==> src/chhist_pkg.sv <==
// ----------------------------------------------------------------------------
// chhist_pkg
// Shared types, codes and helpers of the channel hit histogram.
// ----------------------------------------------------------------------------
package chhist_pkg;

    // default geometry
    localparam int ARMS_DEF   = 2;
    localparam int SIDES_DEF  = 2;
    localparam int PLANES_DEF = 40;
    localparam int CELLS_DEF  = 80;

    // highest cell number that is ever counted
    localparam logic [6:0] CELL_LIMIT = 7'd79;

    localparam int CNT_W = 24;
    localparam logic [CNT_W-1:0] CNT_MAX = {CNT_W{1'b1}};

    // configuration registers
    localparam int CFG_W  = 16;
    localparam int CFG_AW = 1;
    localparam logic [CFG_AW-1:0] REG_THRESHOLD   = 1'd0;
    localparam logic [CFG_AW-1:0] REG_REQ_TRIGGER = 1'd1;
    localparam logic [CFG_W-1:0]  THRESHOLD_RST   = 16'd128;

    // item kinds
    localparam logic [1:0] FUNC_HEADER = 2'd0;
    localparam logic [1:0] FUNC_HIT    = 2'd1;
    localparam logic [1:0] FUNC_QUERY  = 2'd2;

    // channel classes
    localparam logic [1:0] CLASS_GOOD    = 2'd0;
    localparam logic [1:0] CLASS_NOISY   = 2'd1;
    localparam logic [1:0] CLASS_DEAD    = 2'd2;
    localparam logic [1:0] CLASS_UNKNOWN = 2'd3;

    // word widths on the stream ports
    localparam int S_DATA_W = 24;
    localparam int M_DATA_W = 80;

    // both edge counts of one channel, one memory word
    typedef struct packed {
        logic [CNT_W-1:0] edge1;
        logic [CNT_W-1:0] edge0;
    } cnt_pair_t;

    // fields of an accepted word kept for the busy state
    typedef struct packed {
        logic [1:0] func;
        logic       edge_sel;
        logic       addr_ok;
    } item_t;

    function automatic logic [CNT_W-1:0] sat_inc(input logic [CNT_W-1:0] v);
        sat_inc = (v == CNT_MAX) ? v : v + CNT_W'(1);
    endfunction

endpackage

==> src/chhist_classify.sv <==
// ----------------------------------------------------------------------------
// chhist_classify
// Noisy / dead / good / unknown decision: edge0 * 256 > threshold * event total.
// ----------------------------------------------------------------------------
module chhist_classify (
    input  logic                             aclk,
    input  logic [chhist_pkg::CFG_W-1:0]     threshold,
    input  logic [chhist_pkg::CNT_W-1:0]     event_total,
    input  logic                             addr_ok,
    input  logic [chhist_pkg::CNT_W-1:0]     edge0,
    output logic [1:0]                       chan_class
);

    localparam int PW = chhist_pkg::CFG_W + chhist_pkg::CNT_W;

    // limit registered every cycle from threshold and event total; a query reads it in the busy state
    logic [PW-1:0] limit_reg;
    logic [PW-1:0] scaled;

    always_ff @(posedge aclk) begin
        limit_reg <= PW'(threshold) * PW'(event_total);
    end

    assign scaled = PW'({edge0, 8'h00});

    always_comb begin
        priority if (!addr_ok || event_total == '0) begin
            chan_class = chhist_pkg::CLASS_UNKNOWN;
        end else if (scaled > limit_reg) begin
            chan_class = chhist_pkg::CLASS_NOISY;
        end else if (edge0 == '0) begin
            chan_class = chhist_pkg::CLASS_DEAD;
        end else begin
            chan_class = chhist_pkg::CLASS_GOOD;
        end
    end

endmodule

==> config.mk <==
export PLATFORM = sky130hd
export DESIGN_NAME = chhist_classify
export DESIGN_NICKNAME = d
export VERILOG_FILES = /design/src/chhist_pkg.sv /design/src/chhist_classify.sv
export SDC_FILE = /design/constraint.sdc
export NUM_CORES = 1
export LEC_CHECK = 0
export ABC_AREA = 1
export BUFFER_PORTS_ARGS = -buffer_cell sky130_fd_sc_hd__buf_2
export CAP_MARGIN = 20
export CORE_MARGIN = 4
export CORE_UTILIZATION = 40
export DETAILED_ROUTE_END_ITERATION = 16
export HOLD_SLACK_MARGIN = 0.12
export PLACE_DENSITY_LB_ADDON = 0.2
export SETUP_SLACK_MARGIN = 0.1
export SKIP_LAST_GASP = 1
export SLEW_MARGIN = 20
export SYNTH_ARGS = -nofsm -noshare
export SYNTH_HDL_FRONTEND = slang
export SYNTH_SLANG_ARGS = --single-unit
export TNS_END_PERCENT = 100
==> constraint.sdc <==
create_clock -name aclk -period 13.5 [get_ports aclk]
set_input_delay 2.7 -clock aclk [delete_from_list [all_inputs] [get_ports aclk]]
set_output_delay 2.7 -clock aclk [all_outputs]
set_load 0.005 [all_outputs]
==> results.cfg <==
[yosys]
syn_area_mm2 = 0.0149
synth_top_family_by_area = adder cells
avgSynthCellArea_um2 = 7.36
yosys.area_share.simple_pct = 20.6
synth_fa_ha_area_share_pct = 52.6
syn_nets = 2530
yosysSeqAreaShare_pct = 5.38
ys_ff_latch = 40
synth_compound_area_share_pct = 2.71
yosysWarnings = 0
postSynthCellCount = 2022
synth_xor_area_share_pct = 1.29
ys_types = 30
synth_mux_area_share_pct = 0

[worst_setup_path]
start_kind = primary input
cp_slowest_cell = fa_1
cp_max_fo = 24
cp_data_required_time_ns = 13.68
cpPeakStageDelay_ns = 0.54
end_kind = register
worstPathArrival_ns = 8.00
critPathKind = in -> reg
path_cells = buf_2 -> nand2_1 -> fa_1 -> fa_1 -> fa_1 -> inv_1 -> fa_1 -> fa_1 -> inv_1 -> fa_1 -> inv_1 -> ha_1 -> nand2_2 -> inv_1 -> a21oi_1 -> nand3_1 -> nand2_1 -> nand2_2 -> nand2_1 -> nand2_1 -> nand2_1 -> nand2_1

[final_layout]
drive_gt1_share_pct = 5.41
fillers = 3828
finalNonFillerCells = 2484
syn2layout_area_growth_pct = 5.41
nets = 2524
antenna_cells = 0
postLayoutCoreUtil_pct = 42.8
largest_reg_flops = 40

[cts]
htree_levels = 2
clock_sinks = 40
clk_path_buf_depth = 2
cts_hold_buf = 0
path_clk_slew_ns = 0.05
tritoncts.num_buffers = 5
cts_tree = yes
post_cts_resized = 0
postCtsSetupRepairBufs = 0
cts_root_buf = clkbuf_16

[sta]
period_needed_ns = 7.82
tns_ns = 0
layout_worst_path_cycle_share_pct = 57.9
timing.hold.ws_ns = 2.87
fmax_mhz = 128
slew_violations = 0
rsz0062_at_grt = no
final_hold_viol_count = 0
finalSetupViolCount = 0
worst_pin_slew_ns = 0.827
maxSlewHeadroom_pct = 44.3

[grt]
grtUsageTotal_pct = 20.0
grt-ovfl-total = 0
grt_first_pass_wirelength_um = 66100
antenna_found_initial = 0
grt_max_degree = 25
grt_pass1_vias = 13100

[min_path]
min_to = limit_reg[0]$_DFF_P_
min_from = event_total[0]
min_path_cells = 3
hp-class = in -> reg

[routing]
wl_met2_um = 20100
num_vias = 11800
drt_iter0_markers = 524
met1_length_um = 16200
dr.max_layer_used = met4
drt-total-wl_um = 38300
wl_met3_um = 1330
ant_nets = 0
viasPerCell = 4.77
drc = 0
drt_first_pass_iters = 5
wire_per_inst_um = 15.4

[die]
rows = 70
fp.dieH_um = 201
die_w_um = 201
dieArea_mm2 = 0.0404
start_util_pct = 40.6
core_area_mm2 = 0.0367
io_pins = 68

[job]
cap_violations = 0

[place]
dp.cells = 2477
place_congestion = 0.883
port_buffers = 67
dp_hpwl_um = 31600

[status]
status = completed
-- how the worst max path moves through the flow --
| stage | start | to | slack (ns) | cells after the start |
|---|---|---|---|---|
| after floorplan | event_total[13] | limit_reg[39]$_DFF_P_ | 5.80 | 24 |
| after global placement | threshold[1] | limit_reg[39]$_DFF_P_ | 5.39 | 23 |
| after detailed placement | threshold[1] | limit_reg[27]$_DFF_P_ | 5.36 | 23 |
| after CTS | threshold[1] | limit_reg[27]$_DFF_P_ | 5.67 | 23 |
| after global routing | threshold[1] | limit_reg[33]$_DFF_P_ | 5.30 | 23 |
| final | threshold[1] | limit_reg[29]$_DFF_P_ | 5.68 | 22 |
-- metal layers --
| metal | global-route usage (%) | vias to the layer above |
|---|---|---|
| met5 | 0 | - |
| met4 | 3.93 | 0 |
| met3 | 1.52 | 50 |
| met2 | 37.9 | 225 |
| met1 | 25.1 | 5883 |
| li1 | - | 5683 |
-- cells in the final DEF (no fill, tap or decap), types with 2 or more instances in the layout --
cell,instances
nor4_1,15
nor2_1,64
o21bai_1,10
buf_2,67
nand2_2,18
nor2_4,2
bufinv_16,2
nand2_1,598
nand3_2,7
nor3_1,11
ha_1,136
dfxtp_1,40
nand4_1,5
inv_2,2
inv_1,608
xnor2_1,6
nand3_1,33
o21ai_0,11
xor2_1,16
a21oi_1,43
nor2_2,2
fa_1,306
clkbuf_16,5
-- cell type report --
cell class                 instances  area, um^2  share of cell area (%)
inverter                         610        2290                    14.6
clock inverter                     2        60.1                   0.383
timing repair buffer              67         335                    2.14
clock buffer                       5         125                   0.797
tap                              468         586                    3.73
multi-input combinational       1292       11500                    73.3
sequential                        40         801                    5.10
-- synth_stat cells --
master,n,share of area [%]
nand3b_1,1,0.050
inv_1,608,15
nand2_1,598,15
nor2_1,64,1.6
a21boi_0,1,0.050
xor2_1,16,0.94
o21a_1,1,0.050
nor4_2,1,0.084
clkbuf_1,80,2.0
a21o_1,1,0.050
inv_2,2,0.050
o21ai_4,1,0.11
o21ai_0,11,0.37
a21oi_1,43,1.4
nand3_1,33,1.1
and2_1,1,0.042
nand2_2,18,0.76
o21bai_2,1,0.076
nor2_2,2,0.084
nor3_1,11,0.37
o21ai_2,1,0.059
nand4_1,5,0.21
xnor2_1,6,0.35
dfxtp_1,40,5.4
nor4_1,15,0.63
fa_1,306,41
nor2_4,2,0.15
ha_1,136,11
nand3_2,7,0.47
o21bai_1,10,0.50
-- critical path: cells and delay by family --
kind	cells	cell delay [ns]
compound gates	1	0.22
fa+ha+maj	7	3.44
buf+inv	5	0.69
simple gates	9	0.95
-- logic make-up (layout without fill, tap and decap cells) --
family                     count (synthesis)  in the layout
DFF                                       40             40
adders and majority gates                442            442
buffers and inverters                    690            684
and+or+nand+nor                          758            758
xor gates and xnor gates                  22             22
AOI/OAI and AO/OA                         70             70
-- stage by stage --
stage / instance area [um^2] / setup WS, ns
6_report: 15700 / 5.68
5_1_grt: 15700 / 5.30
4_1_cts: 15700 / 5.67
3_5_place_dp: 15500 / 5.36
3_3_place_gp: 15500 / 5.39
2_1_floorplan: 14900 / 5.80
Power is not shown: default switching activity piles up to over one toggle a cycle in this logic, so the estimate is an artifact.
