### src/chhist_pkg.sv
// ----------------------------------------------------------------------------
// chhist_pkg
// Shared types, codes and helpers of the channel hit histogram.
// ----------------------------------------------------------------------------
package chhist_pkg;

    // default geometry
    localparam int ARMS_DEF   = 2;
    localparam int SIDES_DEF  = 2;
    localparam int PLANES_DEF = 40;
    localparam int CELLS_DEF  = 80;

    // highest cell number that is ever counted
    localparam logic [6:0] CELL_LIMIT = 7'd79;

    localparam int CNT_W = 24;
    localparam logic [CNT_W-1:0] CNT_MAX = {CNT_W{1'b1}};

    // configuration registers
    localparam int CFG_W  = 16;
    localparam int CFG_AW = 1;
    localparam logic [CFG_AW-1:0] REG_THRESHOLD   = 1'd0;
    localparam logic [CFG_AW-1:0] REG_REQ_TRIGGER = 1'd1;
    localparam logic [CFG_W-1:0]  THRESHOLD_RST   = 16'd128;

    // item kinds
    localparam logic [1:0] FUNC_HEADER = 2'd0;
    localparam logic [1:0] FUNC_HIT    = 2'd1;
    localparam logic [1:0] FUNC_QUERY  = 2'd2;

    // channel classes
    localparam logic [1:0] CLASS_GOOD    = 2'd0;
    localparam logic [1:0] CLASS_NOISY   = 2'd1;
    localparam logic [1:0] CLASS_DEAD    = 2'd2;
    localparam logic [1:0] CLASS_UNKNOWN = 2'd3;

    // word widths on the stream ports
    localparam int S_DATA_W = 24;
    localparam int M_DATA_W = 80;

    // both edge counts of one channel, one memory word
    typedef struct packed {
        logic [CNT_W-1:0] edge1;
        logic [CNT_W-1:0] edge0;
    } cnt_pair_t;

    // fields of an accepted word kept for the busy state
    typedef struct packed {
        logic [1:0] func;
        logic       edge_sel;
        logic       addr_ok;
    } item_t;

    function automatic logic [CNT_W-1:0] sat_inc(input logic [CNT_W-1:0] v);
        sat_inc = (v == CNT_MAX) ? v : v + CNT_W'(1);
    endfunction

endpackage

### src/chhist_chan_map.sv
// ----------------------------------------------------------------------------
// chhist_chan_map
// Maps (arm, side, plane, cell) to a flat counter address and range-checks it.
// ----------------------------------------------------------------------------
module chhist_chan_map #(
    parameter int ARMS   = chhist_pkg::ARMS_DEF,
    parameter int SIDES  = chhist_pkg::SIDES_DEF,
    parameter int PLANES = chhist_pkg::PLANES_DEF,
    parameter int CELLS  = chhist_pkg::CELLS_DEF,
    parameter int AW     = 14
) (
    input  logic          arm,
    input  logic          side,
    input  logic [5:0]    plane,
    input  logic [6:0]    cell_no,
    output logic [AW-1:0] idx,
    output logic          ok
);

    logic arm_ok;
    logic side_ok;
    logic plane_ok;
    logic cell_ok;

    assign arm_ok   = {1'b0, arm} < 2'(ARMS);
    assign side_ok  = {1'b0, side} < 2'(SIDES);
    assign plane_ok = {1'b0, plane} < 7'(PLANES);
    assign cell_ok  = ({1'b0, cell_no} < 8'(CELLS)) && (cell_no <= chhist_pkg::CELL_LIMIT);
    assign ok       = arm_ok && side_ok && plane_ok && cell_ok;

    // products by constants only; address is meaningful only when ok
    assign idx = ((AW'(arm) * AW'(SIDES) + AW'(side)) * AW'(PLANES) + AW'(plane))
                 * AW'(CELLS) + AW'(cell_no);

endmodule

### config.mk
export PLATFORM = sky130hd
export DESIGN_NAME = chhist_chan_map
export DESIGN_NICKNAME = d
export VERILOG_FILES = /design/src/chhist_pkg.sv /design/src/chhist_chan_map.sv
export SDC_FILE = /design/constraint.sdc
export NUM_CORES = 1
export LEC_CHECK = 0
export ABC_AREA = 1
export BUFFER_PORTS_ARGS = -buffer_cell sky130_fd_sc_hd__buf_4
export CAP_MARGIN = 20
export CORE_UTILIZATION = 53
export DETAILED_ROUTE_END_ITERATION = 10
export PLACE_DENSITY = 0.94
export SYNTH_ARGS = -nofsm -noshare
export SYNTH_HDL_FRONTEND = slang
export SYNTH_SLANG_ARGS = --single-unit
### constraint.sdc
create_clock -name vclk -period 3.1
set_input_delay 0.31 -clock vclk [all_inputs]
set_output_delay 0.31 -clock vclk [all_outputs]
set_load 0.05 [all_outputs]
==> results of run 1 <==
## synth_stat cells
cell type  count
o21ai_0        3
and3_1         2
xor2_2         1
and2_1         1
o22ai_1        1
xor2_1         6
nor2_1         6
nor2_2         1
nand3_2        3
ha_1          16
fa_1           3
inv_1         20
nand2_2        2
nand3_1       12
nand4_1        1
buf_4          4
o21ai_4        1
xnor2_1        2
a21oi_1        8
nand3b_1       1
nand2_1       29
a21oi_2        1
## logic make-up after synthesis
kind of cell	share of synthesized area, %
AND/OR/NAND/NOR	33.64
AO/OA/AOI/OAI	10.65
XOR/XNOR	10.65
buffers and inverters	12.96
adder cells (fa/ha/maj)	32.10
## per-stage QoR
step | utilization, % | hold WS (ns) | std cells | worst slack [ns]
after floorplan | - | 0.7871 | 124 | -0.1408
after global placement | 79.95 | 0.6206 | 171 | -0.1222
after detailed placement | 79.95 | 0.6206 | 171 | -0.2047
after CTS | 89.65 | 0.6206 | 172 | 0.003825
## timing repair
action / CTS
resized for setup: 25
cloned: 0
setup endpoints to repair: 5
hold endpoints to repair: 0
pin swaps: 13
hold buffers: 0
setup buffers: 1
==> impl_metrics.ini, run 1 <==
[status]
status = stopped before the end
stop_stage = global routing
tool.error = [ERROR DPL-0033] detailed placement checks failed during check placement.

[synthesis]
syn-cell-area_sq_um = 810.8
ys_top_cells_by_area = ha_1 25%, nand2_1 13%, inv_1 9.3%
synth_cell_types = 22
synth-seq-area-share_pct = 0
synth_top_area_share_pct = 24.69
netlist_instances = 124
syn_area_per_cell_sq_um = 6.539
synth_top_area_cell = ha_1
synth_nets = 158
yosysWarnings = 0

[floorplanning]
initial_utilization_pct = 59.34
ios = 30
die_w_um = 41.11
placementRows = 13
die_y_um = 41.11

[placement]
port_buffers = 22
post_dp_cell_area_sq_um = 1092
hpwlAfterDp_mm = 1.768
gp_congestion = 0.8762

[sta]
worst_endpoint = idx[13]
worst-ep-kind = output port

[global_route]
grt_start_max_net_pins = 7
antenna_found_initial = 0
==> run 2, diff against run 1 <==
Settings changed: CORE_AREA set to 2 2 63 65, CORE_UTILIZATION 53 to unset, DIE_AREA set to 0 0 65 67, PLACE_DENSITY 0.94 to unset, PLACE_DENSITY_LB_ADDON set to 0.15.
==> impl_metrics.ini, run 2 <==
[cells_and_area]
antenna_cells = 0
final_common_cell = buf_4
nClkBuffers = 0
flops_and_latches = 0
regArea_sq_um = 0
layout_common_cells = 35 x buf_4, 24 x nand2_1, 19 x inv_1, 8 x nand3_2, 8 x ha_1
final_nets = 197
layout-drive-gt1-share_pct = 52.17
area_delta_synth_final_pct = 71.14

[floorplanning]
initial_utilization_pct = 22.48
die_w_um = 65
ios = 30
die_y_um = 67
core_sq_um = 3606
fp.dieArea_sq_um = 4355
placementRows = 22

[drt]
antenna_left = 0
vias_per_cell = 4.230
drc_errors = 0
drt-pass1-iter-count = 2
wl_mm = 1.978
routed-via-count = 884
routedWlPerCell_um = 9.464
drt_iter0_markers = 6

[placement]
port_buffers = 22
hpwlAfterDp_mm = 1.683
gp_congestion = 0.7577

[pwr]
p_per_area_nw_per_um2 = 568.2
leakagePower_nw = 0.6547
ir_worst_vdd_uv = 137.5

[global_route]
grt_overflow = 0
grt_pass1_wl_mm = 3.360
grt_start_max_net_pins = 7
grt_pass1_vias = 863
antenna_found_initial = 0
grt_usage_pct = 9.152

[worst_setup_path]
path_class = in -> out
cp-start-kind = primary input
worstSetupStartpoint = side
crit_arrival_ns = 2.78
path_max_fanout = 3
cp-endpoint = idx[13]
crit_required_ns = 2.79
cp-end-kind = output pin

[synthesis]
yosysWarnings = 0
syn-cell-area_sq_um = 810.8
ys_top_cells_by_area = ha_1 25%, nand2_1 13%, inv_1 9.3%
syn_area_per_cell_sq_um = 6.539
netlist_instances = 124
synth_nets = 158
synth-seq-area-share_pct = 0
synth_top_area_share_pct = 24.69
yosysMostFrequentCell = nand2_1
synth_top_area_cell = ha_1
synth_cell_types = 22
synthTopCellsByCount = 29 x nand2_1, 20 x inv_1, 16 x ha_1, 12 x nand3_1, 8 x a21oi_1

[sta]
worst_pin_slew_ns = 0.2733
relSlewSlack_pct = 81.78
rsz0062_at_grt = yes
setup_viol = 0
drv_slew = 0
fin_setup_tns_ns = 0
period_minus_slack_ns = 3.090
timing.final.crit_share_pct = 99.69
whs_ns = 0.6200
fmax_ghz = 0.3236
hold_viol = 0

[job]
max_cap_violations = 0

[status]
status = finished, final reports clean

[cts]
holdBufCountCts = 0

[hold_path]
hold_path_class = in -> out
==> run 2: cell counts after synthesis <==
No cell type changed its count.
==> run 2: cell families after synthesis <==
logic type | Yosys count | share of synthesized area, %
compound gates | 14 | 10.65
fa+ha+maj | 19 | 32.10
simple gates | 58 | 33.64
buf+inv | 24 | 12.96
xor+xnor | 9 | 10.65
==> run 2: power by group <==
group          switching, mW  leakage, nW  internal, mW
registers                  0            0             0
logic                  0.464        0.655         0.324
clock network              0            0             0
total                  0.464        0.655         0.324
==> run 2: critical path, stage by stage <==
cell and delay (ns):
buf_8 0.10, ha_4 0.15, fa_2 0.56, ha_4 0.21, inv_2 0.06, fa_2 0.46
nor2_4 0.14, nand3_2 0.11, a21oi_4 0.17, nand2_2 0.08, nor2_4 0.10, nand3_2 0.07
nand2_2 0.06, nand2_2 0.06, buf_8 0.14
==> run 2: per-stage QoR <==
stage	std cells	util, %	worst slack, ns	power [mW]	cell area, sq um
after floorplan	124	-	-0.1408	0.4812	833.3
after CTS	207	34.25	-0.08529	0.7081	1235
after global placement	207	32.06	-0.1956	0.6597	1156
final	209	38.48	0.009762	0.7884	1388
after global routing	209	38.48	-0.1257	0.8490	1388
after detailed placement	207	32.06	-0.2065	0.6616	1156
==> run 2: what timing repair did <==
| action | in CTS | in global routing |
|---|---|---|
| buffers inserted | 0 | 2 |
| resized for setup | 16 | 26 |
| pin swaps | 13 | 21 |
| setup endpoints to repair | 4 | 4 |
==> run 2: cell type report <==
cell class	count	area, sq um
Tap cell	48	60.06
Fill cell	391	2218
Multi-Input combinational cell	100	914.6
Inverter	20	75.07
Timing Repair Buffer	41	337.8
==> run 2: worst min-delay path by stage <==
stage	startpoint	to	slack, ns	cells after the start
floorplan	cell_no[0]	idx[0]	0.79	1
global placement	cell_no[1]	idx[1]	0.62	0
detailed placement	cell_no[1]	idx[1]	0.62	0
CTS	cell_no[1]	idx[1]	0.62	0
global route	cell_no[0]	idx[0]	0.62	0
finish	cell_no[0]	idx[0]	0.62	0
==> run 2: metal layers <==
metal	share of wire (%)	GRT usage (%)	vias up
met4	0	0	0
met5	0	0	-
li1	-	-	470
met1	44	11.90	404
met2	54	17.78	10
met3	2.0	0.1689	0
(Power assumes the default switching activity.)
==> run 3, diff against run 2 <==
Settings changed: ABC_AREA 1 to unset.
==> impl_metrics.ini, run 3 <==
[cells_and_area]
fillers = 371
final_nets = 156
layout_common_cells = 38 x buf_4, 9 x ha_1, 7 x ha_4, 6 x inv_1, 6 x buf_6
area_delta_synth_final_pct = 99.46
regArea_sq_um = 0
layout-drive-gt1-share_pct = 67.50
antenna_cells = 0
flops_and_latches = 0
finalNonFillerCells = 168
final_util_pct = 38.27
final_common_cell = buf_4
nClkBuffers = 0
multiInputGateArea_sq_um = 910.9

[status]
failed_checks = negative setup slack
status = finished, violations left

[synthesis]
synth-seq-area-share_pct = 0
syn_area_per_cell_sq_um = 8.871
synth_top_area_cell = ha_1
ys_top_cells_by_area = ha_1 29%, xnor2_1 10%, xor2_1 10%
netlist_instances = 78
synthTopCellsByCount = 16 x ha_1, 8 x xnor2_1, 8 x xor2_1, 7 x inv_1, 5 x o21ai_0
synth_top_area_share_pct = 28.93
syn-cell-area_sq_um = 691.9
yosysWarnings = 0
synth_nets = 112
synth_cell_types = 26
yosysMostFrequentCell = ha_1

[floorplanning]
placementRows = 22
die_y_um = 67
core_sq_um = 3606
die_w_um = 65
fp.dieArea_sq_um = 4355
initial_utilization_pct = 19.19
ios = 30

[pwr]
ir_worst_vdd_uv = 275.1
swShare_pct = 53.02
p_int_mw = 0.4362
seqPwrFrac_pct = 0
p_per_area_nw_per_um2 = 672.8
power.clock.fraction_pct = 0
comb_power_share_pct = 100.0
leakagePower_nw = 0.6095
p_sw_mw = 0.4923

[drt]
routedWlPerCell_um = 9.744
antenna_left = 0
drt_iter0_markers = 5
vias_per_cell = 4.006
wl_mm = 1.637
routed-via-count = 673
drc_errors = 0
drt-pass1-iter-count = 2

[sta]
setup_viol = 1
timing.final.crit_share_pct = 103.0
worst_pin_slew_ns = 0.5132
fmax_ghz = 0.3133
relSlewSlack_pct = 65.43
period_minus_slack_ns = 3.192
fin_setup_tns_ns = -0.09225
drv_slew = 0
layout_setup_ws_ns = -0.09225
whs_ns = 0.6200
rsz0062_at_grt = yes
hold_viol = 0

[global_route]
grt_start_max_net_pins = 6
grt_overflow = 0
antenna_found_initial = 0
grt_usage_pct = 7.467
grt_pass1_vias = 658
grt_pass1_wl_mm = 2.739

[worst_setup_path]
cp-endpoint = idx[13]
path_max_fanout = 4
path_class = in -> out
crit_chain = buf_8 > ha_4 > fa_2 > xor2_2 > ha_1 > ha_4 > nor2b_4 > nor3_2 > o21bai_1 > maj3_2 > xnor2_4 > xnor2_4 > buf_6
crit_required_ns = 2.79
cp-end-kind = output pin
critical_path.max_stage_delay_ns = 0.37
crit_arrival_ns = 2.88
cp-start-kind = primary input
slowest_stage = fa_2
worstSetupStartpoint = plane[3]

[placement]
port_buffers = 22
hpwlAfterDp_mm = 1.474
dp_worst_setup_slack_ns = -0.2958
place_inst = 168
gp_congestion = 0.6374

[hold_path]
hold_path_class = in -> out

[job]
max_cap_violations = 0
[run 3: worst max-delay path: cells and delay by family]
family / cells / cell delay, ns
XOR/XNOR: 3 / 0.53
AND/OR/NAND/NOR: 2 / 0.27
adder cells (fa/ha/maj): 5 / 1.43
buffers and inverters: 2 / 0.27
AO/OA/AOI/OAI: 1 / 0.08
[run 3: cell families (layout without fill, tap and decap cells)]
kind of cell    count (synthesis)  after routing  share of synthesized area [%]
fa+ha+maj                      20             20                          39.24
xor+xnor                       18             18                          25.86
compound gates                 17             17                          15.01
simple gates                   12             12                          11.76
buf+inv                        11             53                          8.138
[run 3: metrics by stage]
| stage | total power [mW] | area, sq um |
|---|---|---|
| after CTS | 0.9081 | 1323 |
| after detailed placement | 0.8382 | 1222 |
| final | 0.9285 | 1380 |
| after global routing | 0.9879 | 1380 |
| after floorplan | 0.5935 | 847.1 |
| after global placement | 0.8382 | 1222 |
[run 3: final cells by class]
class,instances,area share [%]
timing repair buffer,46,27.74
multi-input combinational,67,66.00
inverter,7,1.904
tap,48,4.352
[run 3: power by group through the flow]
| stage | logic, mW | clock network, mW | registers (mW) |
|---|---|---|---|
| final | 0.929 | 0 | 0 |
| after global routing | 0.988 | 0 | 0 |
| after CTS | 0.908 | 0 | 0 |
| after detailed placement | 0.838 | 0 | 0 |
| after global placement | 0.838 | 0 | 0 |
| after floorplan | 0.594 | 0 | 0 |
[run 3: layer usage]
metal	vias to the layer above	wire length [um]	track usage [%]	share of wire, %
met5	-	0	0	0
met4	0	0	0	0
met3	0	90	0.6757	5.5
met2	19	856	13.66	52
met1	306	690	10.07	42
li1	348	-	-	-
[run 3: how the worst min path moves through the flow]
| stage | startpoint | to | slack (ns) | cells past startpoint |
|---|---|---|---|---|
| 2_1_floorplan | cell_no[0] | idx[0] | 0.79 | 1 |
| 3_3_place_gp | cell_no[3] | idx[3] | 0.62 | 0 |
| 4_1_cts | cell_no[3] | idx[3] | 0.62 | 0 |
| 6_report | cell_no[3] | idx[3] | 0.62 | 0 |
| 5_1_grt | cell_no[3] | idx[3] | 0.62 | 0 |
| 3_5_place_dp | cell_no[3] | idx[3] | 0.62 | 0 |
[run 3: repair_timing]
| item | in CTS | in global routing |
|---|---|---|
| pin swaps | 15 | 17 |
| hold buffers | 0 | 0 |
| endpoints found under the setup margin | 4 | 4 |
| resized for setup | 18 | 11 |
| setup buffers | 0 | 1 |
